## src/hdl/ddo_pkg.sv

```systemverilog
package ddo_pkg;

	localparam int ANGLE_BITS_DEF   = 16;
	localparam int CORDIC_STEPS_DEF = 16;

	localparam int COUNT_W   = 32;
	localparam int POS_W     = 32;
	localparam int HEAD_W    = 16;
	localparam int DPC_W     = 24;
	localparam int TPS_W     = 14;
	localparam int CFG_IDX_W = 2;
	localparam int CFG_DAT_W = 24;

	localparam int MUL_A_W = 33;
	localparam int MUL_B_W = 32;
	localparam int MUL_P_W = MUL_A_W + MUL_B_W;
	localparam int SAT_W   = 66;

	localparam int TRIG_W   = 32;
	localparam int CORDIC_W = 34;
	localparam logic signed [CORDIC_W-1:0] KINV_Q30 = 34'sd652032874;

	localparam logic [DPC_W-1:0]  DPC_RST = 24'd323052;
	localparam logic [HEAD_W-1:0] OFS_RST = 16'd0;
	localparam logic [TPS_W-1:0]  TPS_RST = 14'd100;

	typedef enum logic [CFG_IDX_W-1:0] {
		REG_DIST_PER_COUNT   = 2'd0,
		REG_HEADING_OFFSET   = 2'd1,
		REG_TICKS_PER_SECOND = 2'd2
	} reg_idx_t;

	// arctangent of 2^-i in units of 2^-32 turn
	function automatic logic [31:0] atan_turn(input logic [4:0] i);
		logic [31:0] r;
		unique case (i)
			5'd0: r = 32'h20000000;
			5'd1: r = 32'h12E4051E;
			5'd2: r = 32'h09FB385B;
			5'd3: r = 32'h051111D4;
			5'd4: r = 32'h028B0D43;
			5'd5: r = 32'h0145D7E1;
			5'd6: r = 32'h00A2F61E;
			5'd7: r = 32'h00517C55;
			5'd8: r = 32'h0028BE53;
			5'd9: r = 32'h00145F2F;
			5'd10: r = 32'h000A2F98;
			5'd11: r = 32'h000517CC;
			5'd12: r = 32'h00028BE6;
			5'd13: r = 32'h000145F3;
			5'd14: r = 32'h0000A2FA;
			5'd15: r = 32'h0000517D;
			5'd16: r = 32'h000028BE;
			5'd17: r = 32'h0000145F;
			5'd18: r = 32'h00000A30;
			5'd19: r = 32'h00000518;
			5'd20: r = 32'h0000028C;
			5'd21: r = 32'h00000146;
			5'd22: r = 32'h000000A3;
			5'd23: r = 32'h00000051;
			default: r = 32'h0;
		endcase
		return r;
	endfunction

	function automatic logic signed [POS_W-1:0] sat32(input logic signed [SAT_W-1:0] v);
		logic signed [POS_W-1:0] r;
		if ((&v[SAT_W-1:POS_W-1]) || !(|v[SAT_W-1:POS_W-1])) begin
			r = v[POS_W-1:0];
		end else if (v[SAT_W-1]) begin
			r = {1'b1, {(POS_W-1){1'b0}}};
		end else begin
			r = {1'b0, {(POS_W-1){1'b1}}};
		end
		return r;
	endfunction

endpackage

```

## src/hdl/ddo_mul.sv

```systemverilog
module ddo_mul
	import ddo_pkg::*;
(
	input  logic                      clk,
	input  logic signed [MUL_A_W-1:0] a,
	input  logic signed [MUL_B_W-1:0] b,
	output logic signed [MUL_P_W-1:0] p_q
);

	always_ff @(posedge clk) begin
		p_q <= MUL_P_W'(a) * MUL_P_W'(b);
	end

endmodule

```

## src/hdl/ddo_cordic.sv

```systemverilog
module ddo_cordic
	import ddo_pkg::*;
#(
	parameter int ANGLE_BITS   = ANGLE_BITS_DEF,
	parameter int CORDIC_STEPS = CORDIC_STEPS_DEF
) (
	input  logic                     clk,
	input  logic                     arst_n,
	input  logic                     start,
	input  logic [ANGLE_BITS-1:0]    angle,
	output logic                     busy,
	output logic signed [TRIG_W-1:0] cos_val,
	output logic signed [TRIG_W-1:0] sin_val
);

	localparam int ZW    = ANGLE_BITS + 2;
	localparam int IDX_W = $clog2(CORDIC_STEPS);
	localparam logic signed [ZW-1:0] QUARTER = ZW'(1) << (ANGLE_BITS - 2);
	localparam logic signed [ZW-1:0] HALF    = ZW'(1) << (ANGLE_BITS - 1);

	logic signed [CORDIC_W-1:0] x_q, y_q, x_init, xs, ys;
	logic signed [ZW-1:0]       z_q, z0, z_init, a;
	logic [IDX_W-1:0]           idx_q;
	logic                       busy_q;

	// fold into +/- quarter turn with a half-turn flip
	always_comb begin
		z0 = ZW'($signed(angle));
		z_init = z0;
		x_init = KINV_Q30;
		if (z0 > QUARTER) begin
			z_init = z0 - HALF;
			x_init = -KINV_Q30;
		end else if (z0 < -QUARTER) begin
			z_init = z0 + HALF;
			x_init = -KINV_Q30;
		end
	end

	assign xs = x_q >>> idx_q;
	assign ys = y_q >>> idx_q;
	assign a  = $signed(ZW'(atan_turn(5'(idx_q)) >> (32 - ANGLE_BITS)));

	always_ff @(posedge clk or negedge arst_n) begin
		if (!arst_n) begin
			busy_q <= 1'b0;
			idx_q  <= '0;
		end else if (start) begin
			busy_q <= 1'b1;
			idx_q  <= '0;
		end else if (busy_q) begin
			idx_q <= idx_q + 1'b1;
			if (idx_q == IDX_W'(CORDIC_STEPS - 1)) begin
				busy_q <= 1'b0;
			end
		end
	end

	always_ff @(posedge clk) begin
		if (start) begin
			x_q <= x_init;
			y_q <= '0;
			z_q <= z_init;
		end else if (busy_q) begin
			if (!z_q[ZW-1]) begin
				x_q <= x_q - ys;
				y_q <= y_q + xs;
				z_q <= z_q - a;
			end else begin
				x_q <= x_q + ys;
				y_q <= y_q - xs;
				z_q <= z_q + a;
			end
		end
	end

	assign busy    = busy_q;
	assign cos_val = x_q[TRIG_W-1:0];
	assign sin_val = y_q[TRIG_W-1:0];

endmodule

```

## src/hdl/diff_drive_odometry.sv

```systemverilog
// Differential-drive odometry. Each input transfer carries two absolute wheel
// counts and an IMU heading; each produces exactly one output transfer with
// the saturated x/y position, the new heading and both wheel velocities. An
// item occupies the block until the next transfer can be accepted: the
// iterative CORDIC sets how long that takes, while the shared 33x32
// multiplier works the distance and velocity products alongside it and then
// the two position products. in_stall stays high while an item is in work; a
// finished result sits in the output register until taken, and the next item
// waits for that register only at its final step.
module diff_drive_odometry
	import ddo_pkg::*;
#(
	parameter int ANGLE_BITS   = ANGLE_BITS_DEF,
	parameter int CORDIC_STEPS = CORDIC_STEPS_DEF
) (
	input  logic                     clk,
	input  logic                     arst_n,
	input  logic                     cfg_we,
	input  logic [CFG_IDX_W-1:0]     cfg_index,
	input  logic [CFG_DAT_W-1:0]     cfg_data,
	input  logic                     in_valid,
	output logic                     in_stall,
	input  logic signed [COUNT_W-1:0] left_count,
	input  logic signed [COUNT_W-1:0] right_count,
	input  logic [HEAD_W-1:0]        imu_heading,
	output logic                     out_valid,
	input  logic                     out_stall,
	output logic signed [POS_W-1:0]  pos_x,
	output logic signed [POS_W-1:0]  pos_y,
	output logic [HEAD_W-1:0]        pose_angle,
	output logic signed [POS_W-1:0]  vel_left,
	output logic signed [POS_W-1:0]  vel_right
);

	typedef enum logic [9:0] {
		ST_IDLE = 10'b0000000001,
		ST_DL   = 10'b0000000010,
		ST_DR   = 10'b0000000100,
		ST_VL   = 10'b0000001000,
		ST_VR   = 10'b0000010000,
		ST_WAIT = 10'b0000100000,
		ST_MC   = 10'b0001000000,
		ST_MS   = 10'b0010000000,
		ST_XA   = 10'b0100000000,
		ST_OUT  = 10'b1000000000
	} state_t;

	state_t state_q, state_d;

	logic [DPC_W-1:0]  dpc_q;
	logic [HEAD_W-1:0] ofs_q;
	logic [TPS_W-1:0]  tps_q;

	logic [COUNT_W-1:0]       last_left_q, last_right_q;
	logic signed [POS_W-1:0]  x_acc_q, y_acc_q;
	logic [HEAD_W-1:0]        angle_reg_q;
	logic signed [COUNT_W-1:0] delta_l_q, delta_r_q;
	logic signed [POS_W-1:0]  dl_q, dr_q, vl_q, vr_q;
	logic signed [MUL_A_W-1:0] d2_q;
	logic                     out_valid_q;

	logic                     accept, out_free;
	logic [HEAD_W-1:0]        newa, dth;
	logic [16:0]              mid;
	logic [ANGLE_BITS+16:0]   ang_wide;
	logic [ANGLE_BITS-1:0]    ang;

	logic signed [MUL_A_W-1:0] mul_a;
	logic signed [MUL_B_W-1:0] mul_b;
	logic signed [MUL_P_W-1:0] prod;
	logic signed [TRIG_W-1:0]  cos_v, sin_v;
	logic                      cordic_busy;

	assign accept   = in_valid && !in_stall;
	assign in_stall = (state_q != ST_IDLE);
	assign out_free = !out_valid_q || !out_stall;

	// midpoint heading in 2^-17 turn, rescaled to ANGLE_BITS
	assign newa     = ofs_q - imu_heading;
	assign dth      = newa - angle_reg_q;
	assign mid      = {angle_reg_q, 1'b0} + 17'($signed(dth));
	assign ang_wide = {mid, {ANGLE_BITS{1'b0}}};
	assign ang      = ang_wide[ANGLE_BITS+16:17];

	ddo_cordic #(
		.ANGLE_BITS  (ANGLE_BITS),
		.CORDIC_STEPS(CORDIC_STEPS)
	) u_cordic (
		.clk    (clk),
		.arst_n (arst_n),
		.start  (accept),
		.angle  (ang),
		.busy   (cordic_busy),
		.cos_val(cos_v),
		.sin_val(sin_v)
	);

	ddo_mul u_mul (
		.clk(clk),
		.a  (mul_a),
		.b  (mul_b),
		.p_q(prod)
	);

	always_comb begin
		mul_a = MUL_A_W'(dr_q);
		mul_b = MUL_B_W'($signed({1'b0, tps_q}));
		unique case (state_q)
			ST_DL: begin
				mul_a = MUL_A_W'(delta_l_q);
				mul_b = MUL_B_W'($signed({1'b0, dpc_q}));
			end
			ST_DR: begin
				mul_a = MUL_A_W'(delta_r_q);
				mul_b = MUL_B_W'($signed({1'b0, dpc_q}));
			end
			ST_VL: begin
				mul_a = MUL_A_W'(dl_q);
				mul_b = MUL_B_W'($signed({1'b0, tps_q}));
			end
			ST_MC: begin
				mul_a = d2_q;
				mul_b = cos_v;
			end
			ST_MS: begin
				mul_a = d2_q;
				mul_b = sin_v;
			end
			default: begin
			end
		endcase
	end

	always_comb begin
		state_d = state_q;
		unique case (state_q)
			ST_IDLE: if (in_valid) state_d = ST_DL;
			ST_DL:   state_d = ST_DR;
			ST_DR:   state_d = ST_VL;
			ST_VL:   state_d = ST_VR;
			ST_VR:   state_d = ST_WAIT;
			ST_WAIT: if (!cordic_busy) state_d = ST_MC;
			ST_MC:   state_d = ST_MS;
			ST_MS:   state_d = ST_XA;
			ST_XA:   state_d = ST_OUT;
			ST_OUT:  if (out_free) state_d = ST_IDLE;
			default: state_d = ST_IDLE;
		endcase
	end

	always_ff @(posedge clk or negedge arst_n) begin
		if (!arst_n) begin
			state_q <= ST_IDLE;
		end else begin
			state_q <= state_d;
		end
	end

	always_ff @(posedge clk or negedge arst_n) begin
		if (!arst_n) begin
			dpc_q <= DPC_RST;
			ofs_q <= OFS_RST;
			tps_q <= TPS_RST;
		end else if (cfg_we) begin
			unique case (reg_idx_t'(cfg_index))
				REG_DIST_PER_COUNT:   dpc_q <= cfg_data[DPC_W-1:0];
				REG_HEADING_OFFSET:   ofs_q <= cfg_data[HEAD_W-1:0];
				REG_TICKS_PER_SECOND: tps_q <= cfg_data[TPS_W-1:0];
				default: begin
				end
			endcase
		end
	end

	always_ff @(posedge clk or negedge arst_n) begin
		if (!arst_n) begin
			last_left_q  <= '0;
			last_right_q <= '0;
			angle_reg_q  <= '0;
			x_acc_q      <= '0;
			y_acc_q      <= '0;
		end else begin
			if (accept) begin
				last_left_q  <= left_count;
				last_right_q <= right_count;
				angle_reg_q  <= newa;
			end
			if (state_q == ST_MS) begin
				y_acc_q <= sat32(SAT_W'(y_acc_q) + SAT_W'(prod >>> 31));
			end
			if (state_q == ST_XA) begin
				x_acc_q <= sat32(SAT_W'(x_acc_q) + SAT_W'(prod >>> 31));
			end
		end
	end

	always_ff @(posedge clk) begin
		if (accept) begin
			delta_l_q <= left_count - last_left_q;
			delta_r_q <= right_count - last_right_q;
		end
		if (state_q == ST_DR) dl_q <= sat32(SAT_W'(prod >>> 14));
		if (state_q == ST_VL) dr_q <= sat32(SAT_W'(prod >>> 14));
		if (state_q == ST_VR) vl_q <= sat32(SAT_W'(prod));
		if (state_q == ST_WAIT) begin
			vr_q <= sat32(SAT_W'(prod));
			d2_q <= MUL_A_W'(dl_q) + MUL_A_W'(dr_q);
		end
		if (state_q == ST_OUT && out_free) begin
			pos_x      <= x_acc_q;
			pos_y      <= y_acc_q;
			pose_angle <= angle_reg_q;
			vel_left   <= vl_q;
			vel_right  <= vr_q;
		end
	end

	always_ff @(posedge clk or negedge arst_n) begin
		if (!arst_n) begin
			out_valid_q <= 1'b0;
		end else if (state_q == ST_OUT && out_free) begin
			out_valid_q <= 1'b1;
		end else if (!out_stall) begin
			out_valid_q <= 1'b0;
		end
	end

	assign out_valid = out_valid_q;

endmodule

```

## config.mk

```make
export PLATFORM = sky130hd
export DESIGN_NAME = diff_drive_odometry
export DESIGN_NICKNAME = d
export VERILOG_FILES = /design/src/hdl/ddo_pkg.sv /design/src/hdl/ddo_mul.sv /design/src/hdl/ddo_cordic.sv /design/src/hdl/diff_drive_odometry.sv
export SDC_FILE = /design/constraint.sdc
export NUM_CORES = 2
export LEC_CHECK = 0
export ABC_AREA = 1
export BUFFER_PORTS_ARGS = -buffer_cell sky130_fd_sc_hd__buf_2
export CAP_MARGIN = 20
export CORE_ASPECT_RATIO = 0.75
export CORE_MARGIN = 2
export CORE_UTILIZATION = 35
export CTS_CLUSTER_SIZE = 28
export DETAILED_ROUTE_END_ITERATION = 8
export PLACE_DENSITY_LB_ADDON = 0.1
export SLEW_MARGIN = 20
export SYNTH_ARGS = -nofsm -noshare
export SYNTH_HDL_FRONTEND = slang
export SYNTH_HIERARCHICAL = 1
export SYNTH_SLANG_ARGS = --single-unit
```

## constraint.sdc

```tcl
create_clock -name clk -period 12.6 [get_ports clk]
set_input_delay 1.26 -clock clk [delete_from_list [all_inputs] [get_ports clk]]
set_output_delay 1.26 -clock clk [all_outputs]
set_load 0.02 [all_outputs]
```

==> out/metrics.csv <==
metric;value;unit
tns;0;ns
final_layout_size_suffix_gt1_share;7.103;%
grt_start_max_net_pins;129;
groute.usage.overall;26.57;%
drt_pass1_iterations;6;
tightest_slew;1.077;ns
cts_tree;built;
syn2layout_area_growth;8.672;%
cts.repair.resized;0;
worstPathRequired;13.22;ns
setup_viol;0;
synthesis.area;88380;µm²
route.antenna.remaining_nets;0;
synth_area_leaders;sky130_fd_sc_hd__fa_1 (25%), sky130_fd_sc_hd__edfxtp_1 (14%), sky130_fd_sc_hd__nand2_1 (13%), sky130_fd_sc_hd__inv_1 (10%), sky130_fd_sc_hd__ha_1 (6.9%);
cap_viol_max_count;0;
netlist.top_cell.by_area;sky130_fd_sc_hd__fa_1;
synth-seq-area-share;22.63;%
fin_area;96050;µm²
worst_path_max_delay_cell;sky130_fd_sc_hd__fa_1;
share_of_the_synthesized_area_in_the_top_cell_type;25.44;%
grt_antenna_before_repair;43;
finish.net_count;13067;
post_synth.cell_area_avg;7.819;µm²
critical-path-top-cell-by-count;sky130_fd_sc_hd__fa_1;
rsz0062_at_grt;no;
place.gp.congestion;0.9788;
cts-hold-fix-buffers;0;
via_count_of_the_first_global_routing_pass;73500;
globalRouteOverflowTotal;0;
clkSinkCount;734;
ctsLongestPathBuffers;3;
wl_per_cell;23.25;µm
clockRootBuffer;sky130_fd_sc_hd__clkbuf_16;
number_of_flops_mapped_to_enable_cells_by_yosys;421;
design.core.area;250700;µm²
async_flop_share;29.16;%
crit_path_start_kind;flip-flop;
timing.critical_path.fanout_max;32;
yosys.cell_types.count;67;
detailedRoute.firstIterationViolations;7304;
report.final.hold_viol_count;0;
finClkSkew;0.06772;ns
cts_setup_buffers;0;
synth.most_common_cell;sky130_fd_sc_hd__nand2_1;
nets_in_the_synthesized_netlist;13022;
site_rows;159;
post_synthesis_register_bit_count;734;
port-buffer-count;256;
die_height;439.2;µm
kind_of_critical_path;flip-flop to flip-flop;
cts_htree_levels;3;
dp.final_hpwl;285100;µm
post_dp_cell_area;93110;µm²
timing.final.crit_share;86.32;%
outcome;finished clean;
crit_path_max_cell_delay;0.80;ns
detail_route.drc_violations;0;
total_clock_buffers_created_by_cts;82;
chip_width;584.3;µm
worstHoldPathType;flip-flop to flip-flop;
finalWirelength;342400;µm
report.final.slew_viol_count;0;
yosysWarningCount;6;
timing.hold.ws;0.4169;ns
critPathArrivalTime;11.49;ns
first_pass_grt_wire_length;501600;µm
insertion_delay;0.75;ns
vias;74579;
fmaxAchievable;0.09195;GHz
number_of_primary_i_o_pins;257;
fp.dieArea;256600;µm²
synth-main-ff-cell;sky130_fd_sc_hd__edfxtp_1;
synth_common_cells;sky130_fd_sc_hd__nand2_1 (3049), sky130_fd_sc_hd__inv_1 (2425), sky130_fd_sc_hd__fa_1 (1123), sky130_fd_sc_hd__nand3_1 (538), sky130_fd_sc_hd__nor2_1 (532);
slew-limit-headroom;27.97;%
post_drt_via_cell_ratio;5.064;
setup.worst_path.end_class;flip-flop;
clk_transition_reported_paths;0.07;ns
initial_utilization;35.26;%
post_synth_inst_count;11303;
min_tclk_post_route;10.88;ns
critical path: cells and delay by family, from the launching register on:
kind / cells / cell delay [ns]
adders and majority gates: 9 / 4.78
and+or+nand+nor: 15 / 3.12
AOI/OAI and AO/OA: 1 / 0.37
buffers and inverters: 11 / 1.89
DFF: 1 / 0.53
path summary, 6_finish.rpt:
path / startpoint / endpoint / slack, ns / cells after the start
worst max-delay path: state_q[0] / u_mul/p_q[56] / 1.72 / 36
worst min-delay path: vr_q[27] / vel_right[27] / 0.42 / 0
worst max register to register: state_q[0] / u_mul/p_q[56] / 1.72 / 36
worst min register to register: vr_q[27] / vel_right[27] / 0.42 / 0
max in group asynchronous: arst_n / x_acc_q[27] / 10.22 / 3
min in group asynchronous: arst_n / last_left_q[19] / 0.49 / 1
layer usage:
layer  GRT usage (%)  wire length (µm)  vias to the layer above  part of all wire (%)
li1                -                 -                    34665                     -
met1           42.45            173600                    36908                    51
met2           35.55            130800                     2684                    38
met3           6.186             30290                      300                   8.8
met4           5.366              7657                       22                   2.2
met5               0               150                        -                 0.044
placed cells by master, fill, tap and decap left out, types with 15 or more instances in the layout:
| cell | instances |
|---|---|
| sky130_fd_sc_hd__a21boi_0 | 18 |
| sky130_fd_sc_hd__a21o_1 | 36 |
| sky130_fd_sc_hd__a21oi_1 | 445 |
| sky130_fd_sc_hd__a221oi_1 | 18 |
| sky130_fd_sc_hd__a22oi_1 | 35 |
| sky130_fd_sc_hd__a31oi_1 | 42 |
| sky130_fd_sc_hd__buf_2 | 255 |
| sky130_fd_sc_hd__buf_4 | 154 |
| sky130_fd_sc_hd__clkbuf_16 | 84 |
| sky130_fd_sc_hd__dfrtp_1 | 195 |
| sky130_fd_sc_hd__dfstp_2 | 16 |
| sky130_fd_sc_hd__dfxtp_1 | 99 |
| sky130_fd_sc_hd__edfxtp_1 | 421 |
| sky130_fd_sc_hd__fa_1 | 1123 |
| sky130_fd_sc_hd__ha_1 | 485 |
| sky130_fd_sc_hd__inv_1 | 2421 |
| sky130_fd_sc_hd__inv_2 | 30 |
| sky130_fd_sc_hd__nand2_1 | 3045 |
| sky130_fd_sc_hd__nand2_2 | 50 |
| sky130_fd_sc_hd__nand3_1 | 534 |
| sky130_fd_sc_hd__nand3_2 | 16 |
| sky130_fd_sc_hd__nand4_1 | 89 |
| sky130_fd_sc_hd__nor2_1 | 532 |
| sky130_fd_sc_hd__nor2_2 | 55 |
| sky130_fd_sc_hd__nor3_1 | 66 |
| sky130_fd_sc_hd__nor4_1 | 33 |
| sky130_fd_sc_hd__o211ai_1 | 15 |
| sky130_fd_sc_hd__o21a_1 | 19 |
| sky130_fd_sc_hd__o21ai_0 | 374 |
| sky130_fd_sc_hd__o21ai_1 | 73 |
| sky130_fd_sc_hd__o21bai_1 | 51 |
| sky130_fd_sc_hd__o22ai_1 | 18 |
| sky130_fd_sc_hd__or2_2 | 27 |
| sky130_fd_sc_hd__xnor2_1 | 90 |
| sky130_fd_sc_hd__xor2_1 | 221 |
logic make-up after synthesis:
family	count (synthesis)	share of synthesized area, %
xor+xnor	311	3.082
mux	13	0.1586
fa+ha+maj	1608	32.30
compound gates	1218	7.834
buf+inv	2917	12.93
simple gates	4502	21.07
flops	734	22.63
through the flow:
step                utilization, %  worst slack [ns]  std cells
floorplan                        -             3.312      11303
global placement             37.10             1.522      14553
detailed placement           37.14             1.794      14563
CTS                          38.30             1.770      14717
global route                 38.31             1.024      14718
finish                       38.32             1.724      14726
final cells by class:
cell class	instances	area, µm²
diodes	8	20.02
clock buffers	101	2196
clock inverters	53	708.2
fillers	26126	154600
inverters	2454	9211
multi-input cells	7652	57070
flip-flops and latches	734	20000
well taps	3300	4129
repair buffers	424	2705
sequential cells by signal, indices dropped and copies added (netlist names), 32 cells and up:
signal and cells:
vel_left 32, last_left_q 32, u_cordic/y_q 34, delta_r_q 32, u_cordic/x_q 34, dl_q 32, y_acc_q 32, dr_q 32
d2_q 33, last_right_q 32, u_mul/p_q 65, vel_right 32, x_acc_q 32, pos_x 32, delta_l_q 32, pos_y 32
vr_q 32, vl_q 32
Power is not shown: default switching activity piles up to over one toggle a cycle in this logic, so the estimate is an artifact.
